## config.mk

```make
export PLATFORM = sky130hd
export DESIGN_NAME = csi_activity_detector_top
export DESIGN_NICKNAME = d
export VERILOG_FILES = /design/src/rtl/csi_pkg.sv /design/src/rtl/csi_front.sv /design/src/rtl/csi_tick_queue.sv /design/src/rtl/csi_back.sv /design/src/rtl/csi_activity_detector_top.sv
export SDC_FILE = /design/constraint.sdc
export NUM_CORES = 2
export LEC_CHECK = 0
export ABC_AREA = 1
export BUFFER_PORTS_ARGS = -buffer_cell sky130_fd_sc_hd__buf_2
export CAP_MARGIN = 20
export CORE_MARGIN = 1
export CORE_UTILIZATION = 48
export CTS_BUF_LIST = sky130_fd_sc_hd__clkbuf_8
export DETAILED_ROUTE_END_ITERATION = 10
export GPL_TIMING_DRIVEN = 0
export PLACE_DENSITY = 0.62
export SKIP_CTS_REPAIR_TIMING = 1
export SLEW_MARGIN = 40
export SYNTH_ARGS = -nofsm -noshare
export SYNTH_HDL_FRONTEND = slang
export SYNTH_SLANG_ARGS = --single-unit
```

## constraint.sdc

```tcl
create_clock -name clk -period 7.8 [get_ports clk]
set_clock_uncertainty 0.1 [all_clocks]
set_input_delay 2.34 -clock clk [delete_from_list [all_inputs] [get_ports clk]]
set_output_delay 2.34 -clock clk [all_outputs]
set_load 0.02 [all_outputs]
```

## src/rtl/csi_pkg.sv

```systemverilog
`default_nettype none

package csi_pkg;

  localparam int FRAC_BITS_DEF = 8;

  localparam logic [1:0] MODE_SAMPLE  = 2'd0;
  localparam logic [1:0] MODE_PKT_END = 2'd1;
  localparam logic [1:0] MODE_TICK    = 2'd2;

  localparam logic [2:0] REG_FAST_COEF   = 3'd0;
  localparam logic [2:0] REG_BASE_COEF   = 3'd1;
  localparam logic [2:0] REG_DEV_COEF    = 3'd2;
  localparam logic [2:0] REG_LEVEL_DECAY = 3'd3;
  localparam logic [2:0] REG_DEV_DECAY   = 3'd4;
  localparam logic [2:0] REG_GAIN        = 3'd5;

  localparam logic [15:0] FAST_COEF_RST   = 16'd22938;
  localparam logic [15:0] BASE_COEF_RST   = 16'd3277;
  localparam logic [15:0] DEV_COEF_RST    = 16'd16384;
  localparam logic [15:0] LEVEL_DECAY_RST = 16'd60293;
  localparam logic [15:0] DEV_DECAY_RST   = 16'd53740;
  localparam logic [7:0]  GAIN_RST        = 8'd18;

  typedef struct packed {
    logic [15:0] fast_coef;
    logic [15:0] base_coef;
    logic [15:0] dev_coef;
    logic [15:0] level_decay;
    logic [15:0] dev_decay;
    logic [7:0]  gain;
  } cfg_t;

  typedef struct packed {
    logic [31:0] sum;
    logic [15:0] count;
    logic [31:0] total;
  } tick_t;

  typedef enum logic [3:0] {
    BK_IDLE, BK_DIV, BK_L1, BK_L2, BK_LW, BK_B1, BK_B2, BK_BW,
    BK_DF, BK_D1, BK_D2, BK_DW, BK_SQ, BK_RI, BK_RT, BK_OUT
  } bk_state_t;

endpackage

`default_nettype wire

```

## src/rtl/csi_front.sv

```systemverilog
`default_nettype none

module csi_front (
  input  wire logic              clk,
  input  wire logic              rst,
  input  wire logic              accept,
  input  wire logic [1:0]        mode,
  input  wire logic signed [7:0] i_part,
  input  wire logic signed [7:0] q_part,
  input  wire logic              lead_invalid,
  output logic                   tick_push,
  output csi_pkg::tick_t         tick_data
);

  logic [31:0] window_sum;
  logic [15:0] window_count;
  logic [1:0]  pairs;
  logic [31:0] total;
  logic [7:0]  mag_i;
  logic [7:0]  mag_q;
  logic        skip;

  assign mag_i = i_part[7] ? 8'(-i_part) : 8'(i_part);
  assign mag_q = q_part[7] ? 8'(-q_part) : 8'(q_part);
  assign skip  = lead_invalid && (pairs < 2'd2);

  assign tick_push       = accept && (mode == csi_pkg::MODE_TICK);
  assign tick_data.sum   = window_sum;
  assign tick_data.count = window_count;
  assign tick_data.total = total;

  always_ff @(posedge clk) begin
    if (rst) begin
      window_sum   <= '0;
      window_count <= '0;
      pairs        <= '0;
      total        <= '0;
    end else if (accept) begin
      unique case (mode)
        csi_pkg::MODE_SAMPLE: begin
          if (pairs < 2'd2) pairs <= pairs + 2'd1;
          if (!skip) window_sum <= window_sum + 32'(mag_i) + 32'(mag_q);
        end
        csi_pkg::MODE_PKT_END: begin
          if (window_count != 16'hFFFF) window_count <= window_count + 16'd1;
          total <= total + 32'd1;
          pairs <= '0;
        end
        csi_pkg::MODE_TICK: begin
          window_sum   <= '0;
          window_count <= '0;
        end
        default: begin
        end
      endcase
    end
  end

endmodule

`default_nettype wire

```

## src/rtl/csi_tick_queue.sv

```systemverilog
`default_nettype none

module csi_tick_queue (
  input  wire logic           clk,
  input  wire logic           rst,
  input  wire logic           push,
  input  csi_pkg::tick_t      push_data,
  input  wire logic           pop,
  output logic                full,
  output logic                valid,
  output csi_pkg::tick_t      head
);

  csi_pkg::tick_t mem [2];
  logic           wr_ptr;
  logic           rd_ptr;
  logic [1:0]     fill;

  assign full  = (fill == 2'd2);
  assign valid = (fill != 2'd0);
  assign head  = mem[rd_ptr];

  always_ff @(posedge clk) begin
    if (push) mem[wr_ptr] <= push_data;
  end

  always_ff @(posedge clk) begin
    if (rst) begin
      wr_ptr <= 1'b0;
      rd_ptr <= 1'b0;
      fill   <= '0;
    end else begin
      if (push) wr_ptr <= ~wr_ptr;
      if (pop) rd_ptr <= ~rd_ptr;
      fill <= fill + 2'(push) - 2'(pop);
    end
  end

endmodule

`default_nettype wire

```

## src/rtl/csi_back.sv

```systemverilog
`default_nettype none

module csi_back #(
  parameter int FRAC_BITS = csi_pkg::FRAC_BITS_DEF
) (
  input  wire logic        clk,
  input  wire logic        rst,
  input  csi_pkg::cfg_t    cfg,
  input  wire logic        q_valid,
  input  csi_pkg::tick_t   q_head,
  output logic             q_pop,
  input  wire logic        out_pop,
  output logic             out_valid,
  output logic [15:0]      window_packets,
  output logic [15:0]      level,
  output logic [15:0]      baseline,
  output logic [15:0]      deviation,
  output logic [7:0]       activity,
  output logic [31:0]      total_packets
);

  localparam int AVG_W = 16 + FRAC_BITS;
  localparam int ACC_W = AVG_W + 16;
  localparam int DIV_W = 32 + FRAC_BITS;
  localparam int CNT_W = $clog2(DIV_W);

  csi_pkg::bk_state_t state, state_next;
  csi_pkg::tick_t     tick;

  logic [AVG_W-1:0] lvl, base, dev, diff;
  logic [ACC_W-1:0] acc;
  logic [16:0]      rem;
  logic [DIV_W-1:0] dvd, quo;
  logic [CNT_W-1:0] cnt;
  logic [15:0]      g2;
  logic [31:0]      sv;
  logic [17:0]      srem;
  logic [15:0]      root;

  logic             has_pkt;
  logic [AVG_W-1:0] mean;
  logic [AVG_W-1:0] mul_a;
  logic [16:0]      mul_b;
  logic [AVG_W+16:0] prod;
  logic             acc_add;
  logic [16:0]      rem_sh;
  logic [17:0]      srem_sh, trial;

  assign has_pkt = (tick.count != 16'd0);
  assign mean    = (|quo[DIV_W-1:AVG_W]) ? '1 : quo[AVG_W-1:0];
  assign prod    = (AVG_W+17)'(mul_a) * (AVG_W+17)'(mul_b);
  assign rem_sh  = {rem[15:0], dvd[DIV_W-1]};
  assign srem_sh = {srem[15:0], sv[31:30]};
  assign trial   = {root, 2'b01};

  always_comb begin
    state_next = state;
    q_pop      = 1'b0;
    mul_a      = lvl;
    mul_b      = 17'h10000 - 17'(cfg.fast_coef);
    acc_add    = 1'b0;
    unique case (state)
      csi_pkg::BK_IDLE: begin
        if (q_valid) begin
          q_pop      = 1'b1;
          state_next = (q_head.count != 16'd0) ? csi_pkg::BK_DIV : csi_pkg::BK_L1;
        end
      end
      csi_pkg::BK_DIV: if (cnt == CNT_W'(DIV_W - 1)) state_next = csi_pkg::BK_L1;
      csi_pkg::BK_L1: begin
        if (!has_pkt) mul_b = {1'b0, cfg.level_decay};
        state_next = has_pkt ? csi_pkg::BK_L2 : csi_pkg::BK_LW;
      end
      csi_pkg::BK_L2: begin
        mul_a      = mean;
        mul_b      = {1'b0, cfg.fast_coef};
        acc_add    = 1'b1;
        state_next = csi_pkg::BK_LW;
      end
      csi_pkg::BK_LW: state_next = csi_pkg::BK_B1;
      csi_pkg::BK_B1: begin
        mul_a      = base;
        mul_b      = 17'h10000 - 17'(cfg.base_coef);
        state_next = csi_pkg::BK_B2;
      end
      csi_pkg::BK_B2: begin
        mul_b      = {1'b0, cfg.base_coef};
        acc_add    = 1'b1;
        state_next = csi_pkg::BK_BW;
      end
      csi_pkg::BK_BW: state_next = csi_pkg::BK_DF;
      csi_pkg::BK_DF: state_next = csi_pkg::BK_D1;
      csi_pkg::BK_D1: begin
        mul_a      = dev;
        mul_b      = has_pkt ? 17'h10000 - 17'(cfg.dev_coef) : {1'b0, cfg.dev_decay};
        state_next = has_pkt ? csi_pkg::BK_D2 : csi_pkg::BK_DW;
      end
      csi_pkg::BK_D2: begin
        mul_a      = diff;
        mul_b      = {1'b0, cfg.dev_coef};
        acc_add    = 1'b1;
        state_next = csi_pkg::BK_DW;
      end
      csi_pkg::BK_DW: state_next = csi_pkg::BK_SQ;
      csi_pkg::BK_SQ: begin
        mul_a      = dev;
        mul_b      = {1'b0, g2};
        state_next = csi_pkg::BK_RI;
      end
      csi_pkg::BK_RI: state_next = csi_pkg::BK_RT;
      csi_pkg::BK_RT: if (cnt == CNT_W'(15)) state_next = csi_pkg::BK_OUT;
      csi_pkg::BK_OUT: if (!out_valid) state_next = csi_pkg::BK_IDLE;
      default: state_next = csi_pkg::BK_IDLE;
    endcase
  end

  always_ff @(posedge clk) begin
    if (rst) state <= csi_pkg::BK_IDLE;
    else state <= state_next;
  end

  always_ff @(posedge clk) begin
    if (rst) begin
      lvl       <= '0;
      base      <= '0;
      dev       <= '0;
      out_valid <= 1'b0;
    end else begin
      if (out_valid && out_pop) out_valid <= 1'b0;
      unique case (state)
        csi_pkg::BK_LW: lvl  <= acc[ACC_W-1:16];
        csi_pkg::BK_BW: base <= acc[ACC_W-1:16];
        csi_pkg::BK_DW: dev  <= acc[ACC_W-1:16];
        csi_pkg::BK_OUT: if (!out_valid) out_valid <= 1'b1;
        default: begin
        end
      endcase
    end
  end

  always_ff @(posedge clk) begin
    acc <= (acc_add ? acc : '0) + prod[ACC_W-1:0];
    unique case (state)
      csi_pkg::BK_IDLE: begin
        tick <= q_head;
        dvd  <= DIV_W'(q_head.sum) << FRAC_BITS;
        quo  <= '0;
        rem  <= '0;
        cnt  <= '0;
      end
      csi_pkg::BK_DIV: begin
        dvd <= dvd << 1;
        cnt <= cnt + CNT_W'(1);
        if (rem_sh >= {1'b0, tick.count}) begin
          rem <= rem_sh - {1'b0, tick.count};
          quo <= {quo[DIV_W-2:0], 1'b1};
        end else begin
          rem <= rem_sh;
          quo <= {quo[DIV_W-2:0], 1'b0};
        end
      end
      csi_pkg::BK_DF: diff <= (lvl >= base) ? lvl - base : base - lvl;
      csi_pkg::BK_DW: g2 <= 16'(cfg.gain) * 16'(cfg.gain);
      csi_pkg::BK_RI: begin
        sv   <= acc[FRAC_BITS+31:FRAC_BITS];
        srem <= '0;
        root <= '0;
        cnt  <= '0;
      end
      csi_pkg::BK_RT: begin
        sv  <= sv << 2;
        cnt <= cnt + CNT_W'(1);
        if (srem_sh >= trial) begin
          srem <= srem_sh - trial;
          root <= {root[14:0], 1'b1};
        end else begin
          srem <= srem_sh;
          root <= {root[14:0], 1'b0};
        end
      end
      csi_pkg::BK_OUT: begin
        if (!out_valid) begin
          window_packets <= tick.count;
          level          <= lvl[AVG_W-1:FRAC_BITS];
          baseline       <= base[AVG_W-1:FRAC_BITS];
          deviation      <= dev[AVG_W-1:FRAC_BITS];
          activity       <= (|root[15:8]) ? 8'hFF : root[7:0];
          total_packets  <= tick.total;
        end
      end
      default: begin
      end
    endcase
  end

endmodule

`default_nettype wire

```

## src/rtl/csi_activity_detector_top.sv

```systemverilog
`default_nettype none

// Samples and packet ends are taken one per cycle; input stalls only while full is high.
// A window tick holds the back end through a one bit per cycle restoring divide (skipped
// when the window has no packets), shared-multiplier EMA steps and a bit-serial root,
// then until the previous result has been popped.
// Two ticks can wait ahead of the back end; full rises only when both slots are taken.
// Synchronous reset clears all averages, counters and queues and restores the registers.

module csi_activity_detector_top #(
  parameter int FRAC_BITS = csi_pkg::FRAC_BITS_DEF
) (
  input  wire logic              clk,
  input  wire logic              rst,
  input  wire logic              push,
  output logic                   full,
  input  wire logic [1:0]        mode,
  input  wire logic signed [7:0] i_part,
  input  wire logic signed [7:0] q_part,
  input  wire logic              lead_invalid,
  output logic                   empty,
  input  wire logic              pop,
  output logic [15:0]            window_packets,
  output logic [15:0]            level,
  output logic [15:0]            baseline,
  output logic [15:0]            deviation,
  output logic [7:0]             activity,
  output logic [31:0]            total_packets,
  input  wire logic              cfg_valid,
  output logic                   cfg_ready,
  input  wire logic [2:0]        cfg_index,
  input  wire logic [15:0]       cfg_data
);

  csi_pkg::cfg_t  cfg;
  csi_pkg::tick_t tick_data, q_head;
  logic           tick_push, q_valid, q_pop, out_valid, accept;

  assign cfg_ready = 1'b1;
  assign accept    = push && !full;
  assign empty     = !out_valid;

  always_ff @(posedge clk) begin
    if (rst) begin
      cfg.fast_coef   <= csi_pkg::FAST_COEF_RST;
      cfg.base_coef   <= csi_pkg::BASE_COEF_RST;
      cfg.dev_coef    <= csi_pkg::DEV_COEF_RST;
      cfg.level_decay <= csi_pkg::LEVEL_DECAY_RST;
      cfg.dev_decay   <= csi_pkg::DEV_DECAY_RST;
      cfg.gain        <= csi_pkg::GAIN_RST;
    end else if (cfg_valid) begin
      unique case (cfg_index)
        csi_pkg::REG_FAST_COEF:   cfg.fast_coef   <= cfg_data;
        csi_pkg::REG_BASE_COEF:   cfg.base_coef   <= cfg_data;
        csi_pkg::REG_DEV_COEF:    cfg.dev_coef    <= cfg_data;
        csi_pkg::REG_LEVEL_DECAY: cfg.level_decay <= cfg_data;
        csi_pkg::REG_DEV_DECAY:   cfg.dev_decay   <= cfg_data;
        csi_pkg::REG_GAIN:        cfg.gain        <= cfg_data[7:0];
        default: begin
        end
      endcase
    end
  end

  csi_front u_front (
    .clk, .rst, .accept, .mode, .i_part, .q_part, .lead_invalid,
    .tick_push, .tick_data
  );

  csi_tick_queue u_queue (
    .clk, .rst, .push(tick_push), .push_data(tick_data), .pop(q_pop),
    .full, .valid(q_valid), .head(q_head)
  );

  csi_back #(.FRAC_BITS(FRAC_BITS)) u_back (
    .clk, .rst, .cfg, .q_valid, .q_head, .q_pop, .out_pop(pop), .out_valid,
    .window_packets, .level, .baseline, .deviation, .activity, .total_packets
  );

`ifndef ASSERT_OFF
  a_cfg_fast: assert property (@(posedge clk) disable iff (rst)
    (cfg_valid && cfg_ready && cfg_index == csi_pkg::REG_FAST_COEF)
      |=> cfg.fast_coef == $past(cfg_data))
    else $error("fast coefficient write lost");
  a_queue_hold: assert property (@(posedge clk) disable iff (rst)
    (q_valid && !q_pop && !tick_push) |=> q_valid && $stable(q_head))
    else $error("waiting tick changed before the back end took it");
  a_result_hold: assert property (@(posedge clk) disable iff (rst)
    (!empty && !pop) |=> !empty && $stable(level) && $stable(activity))
    else $error("pending result changed before it was taken");
`endif

endmodule

`default_nettype wire

```

==> flow_summary.json <==
{
  "p_leak_nw": 28.47,
  "dp_hpwl_um": 138700,
  "power_mw": 14.55,
  "critPathLaunchType": "flip-flop",
  "max_freq_mhz": 130.9,
  "cts_sinks": 801,
  "drtIter0Drc": 4090,
  "dr_wl_met3_um": 13370,
  "clkTransAtPathRegs_ns": 0.06,
  "async_reset_ff_share_pct": 0,
  "cts_buffer_depth": 3,
  "synthesis.nets": 7027,
  "cts_tree": "built",
  "synth_fa_ha_area_share_pct": 20.25,
  "initial_core_util_pct": 48.41,
  "die_w_um": 338.6,
  "wirelength_met1_um": 75360,
  "seq_power_share_pct": 37.7,
  "drv_cap": 0,
  "period_needed_ns": 7.637,
  "slowest_delay_ns": 0.55,
  "drive_gt1_share_pct": 10.27,
  "crit_top_cell": "fa_1",
  "netlist_instances": 6346,
  "internal-power_mw": 8.909,
  "power_frac_clock_pct": 26.2,
  "grt_antenna_before_repair": 3,
  "fp-row-count": 123,
  "n_fill_cell": 10640,
  "cp.buffers_inverters": 5,
  "synth-seq-area-share_pct": 38.85,
  "io_buffers": 146,
  "status": "finished clean",
  "final_nets": 7363,
  "hold_path.class": "flip-flop to flip-flop",
  "dieArea_mm2": 0.1147,
  "ys_warn_count": 0,
  "post-route-util_pct": 54.29,
  "setup-tns-final_ns": 0,
  "setup_violations": 0,
  "timing.final.crit_share_pct": 97.91,
  "dpl_cell_area_mm2": 0.05752,
  "grt_pass1_wl_um": 261700,
  "clock_latency_ns": 0.84,
  "io_pins": 150,
  "critical_path_required_ns": 8.47,
  "cts_buffers": 141,
  "wl_um": 174400,
  "drtPass1Iterations": 6,
  "htreeDepth": 4,
  "core_area_mm2": 0.1123,
  "ys_types": 66,
  "place_congestion": 1.011,
  "die_h_um": 338.6,
  "avgViaCountPerCell": 5.402,
  "syn_avg_cell_area_um2": 8.571,
  "syn_to_final_growth_pct": 12.13,
  "wl_met2_um": 79630,
  "synth_compound_area_share_pct": 10.17,
  "ys_ff_latch": 801,
  "endpoint_kind": "flip-flop",
  "synth_edf_count": 509,
  "ir_worst_vdd_v": 0.0001527,
  "cp_top_family": "adder cells",
  "slew_violations": 0,
  "path_class": "flip-flop to flip-flop",
  "synth_top_family_by_area": "adder cells",
  "synthMuxAreaShare_pct": 0.7039,
  "grt_max_degree": 62,
  "drc_errors": 0,
  "crit_path_top_delay_cell": "fa_1",
  "p_sw_mw": 5.643,
  "synth_xor_xnor_area_share_pct": 2.335,
  "root_buffer": "clkbuf_8",
  "routed.top_layer": "met5",
  "cp_max_fo": 10,
  "comb_power_share_pct": 36.1,
  "dr_total_vias": 44820,
  "grt_util_all_layers_pct": 30.16,
  "syn_area_mm2": 0.05439,
  "hold_viol_final": 0,
  "synthSimpleGateAreaFrac_pct": 17.99,
  "design_area_mm2": 0.06099,
  "power_density_mw_per_mm2": 238.6,
  "crit_arrival_ns": 8.30,
  "slew_headroom_pct": 38.49,
  "wire_per_inst_um": 21.01,
  "rsz0062_at_grt": "yes",
  "synthFlopType": "edfxtp_1",
  "switching_share_pct": 38.78,
  "ant_nets": 0,
  "worst_slew_pin_slew_ns": 0.9217,
  "grt-ovfl-total": 0,
  "grt_pass1_vias": 43310
}
power by group through the flow:
| stage | combinational [mW] | sequential, mW | clock (mW) |
|---|---|---|---|
| after CTS | 5.08 | 5.47 | 3.88 |
| after floorplan | 3.41 | 5.43 | 0 |
| after global placement | 4.90 | 5.59 | 0 |
| after global routing | 5.83 | 5.51 | 4.05 |
| final | 5.25 | 5.48 | 3.82 |
| after detailed placement | 5.05 | 5.56 | 0 |
flip-flops by register name, indices dropped and copies added, names as in the netlist, 32 cells and up, named ones only:
signal                count
u_back.tick              48
u_front.window_sum       32
u_queue.mem             160
u_back.sv                32
cfg                      88
u_front.total            32
u_back.total_packets     32
u_back.quo               40
u_back.dvd               32
u_back.acc               40
path summary, 6_finish.rpt:
check                                                to  cells past startpoint  slack, ns           start
worst max-delay path                     u_back.acc[30]                     29       0.16         cfg[56]
worst max register to register           u_back.acc[30]                     29       0.16         cfg[56]
worst min-delay path            u_back.total_packets[2]                      0       0.31  u_back.tick[2]
worst min register to register  u_back.total_packets[2]                      0       0.31  u_back.tick[2]
metrics by stage:
step	std cells	setup slack, ns	hold WS, ns
after global placement	7992	-2.227	0.3016
final	8298	0.1631	0.3121
after global routing	8297	-0.07504	0.3216
after floorplan	6346	0.7373	0.3003
after detailed placement	8013	-0.7047	0.3045
after CTS	8270	-0.7819	0.3014
final cells by class:
type,count,area [um^2],share of cell area [%]
clock buffer,149,2051,3.363
inverter,1130,4253,6.973
sequential,801,21130,34.65
buffer,223,1180,1.935
timing repair buffer,193,1396,2.290
antenna,2,5.005,0.008206
tap,1500,1877,3.077
multi-input combinational,4192,28410,46.58
clock inverter,108,683.2,1.120
placed cells by master (no fill, tap or decap), types with 105 or more instances in the layout:
cell	synthesis	layout
nand2_1	1337	1331
inv_1	1094	1152
nor2_1	596	573
edfxtp_1	509	509
fa_1	404	404
o21ai_0	427	393
a21oi_1	361	353
dfxtp_1	292	290
ha_1	234	231
nand3_1	217	213
buf_2	73	184
clkbuf_8	0	149
clkbuf_1	125	112
xor2_1	105	105
synthesized netlist by cell type (34+ instances only):
cell type,instances,area (um^2)
xnor2_1,40,350.3
edfxtp_1,509,15280
ha_1,234,2928
o21ai_0,427,2137
nand3_1,217,1086
xor2_1,105,919.6
clkbuf_1,125,469.2
mux2_2,34,382.9
nor3_1,58,290.3
nor2_1,596,2237
nand2_1,1337,5019
buf_2,73,365.4
dfxtp_1,292,5846
fa_1,404,8088
inv_1,1094,4106
nand4_1,81,506.7
a21oi_1,361,1807
worst reg2reg max path, delay by kind of cell (launching register included):
kind	cells	cell delay (ns)
adders and majority gates	8	3.71
and+or+nand+nor	12	1.90
AOI/OAI and AO/OA	3	0.88
buffers and inverters	5	0.53
DFF	1	0.31
xor gates and xnor gates	1	0.13
kinds of logic (layout without fill, tap and decap cells):
kind of cell               Yosys count  after routing
and+or+nand+nor                   2379           2379
buffers and inverters             1353           1803
AOI/OAI and AO/OA                  995            995
DFF                                801            801
adders and majority gates          638            638
xor gates and xnor gates           145            145
muxes                               34             34
other                                1              3
per-layer routing:
| layer | global-route usage [%] | up-vias |
|---|---|---|
| met2 | 47.80 | 1815 |
| met1 | 41.79 | 21670 |
| met3 | 5.210 | 322 |
| li1 | - | 21020 |
| met5 | 0 | - |
| met4 | 10.28 | 2 |
(Power assumes the default switching activity.)
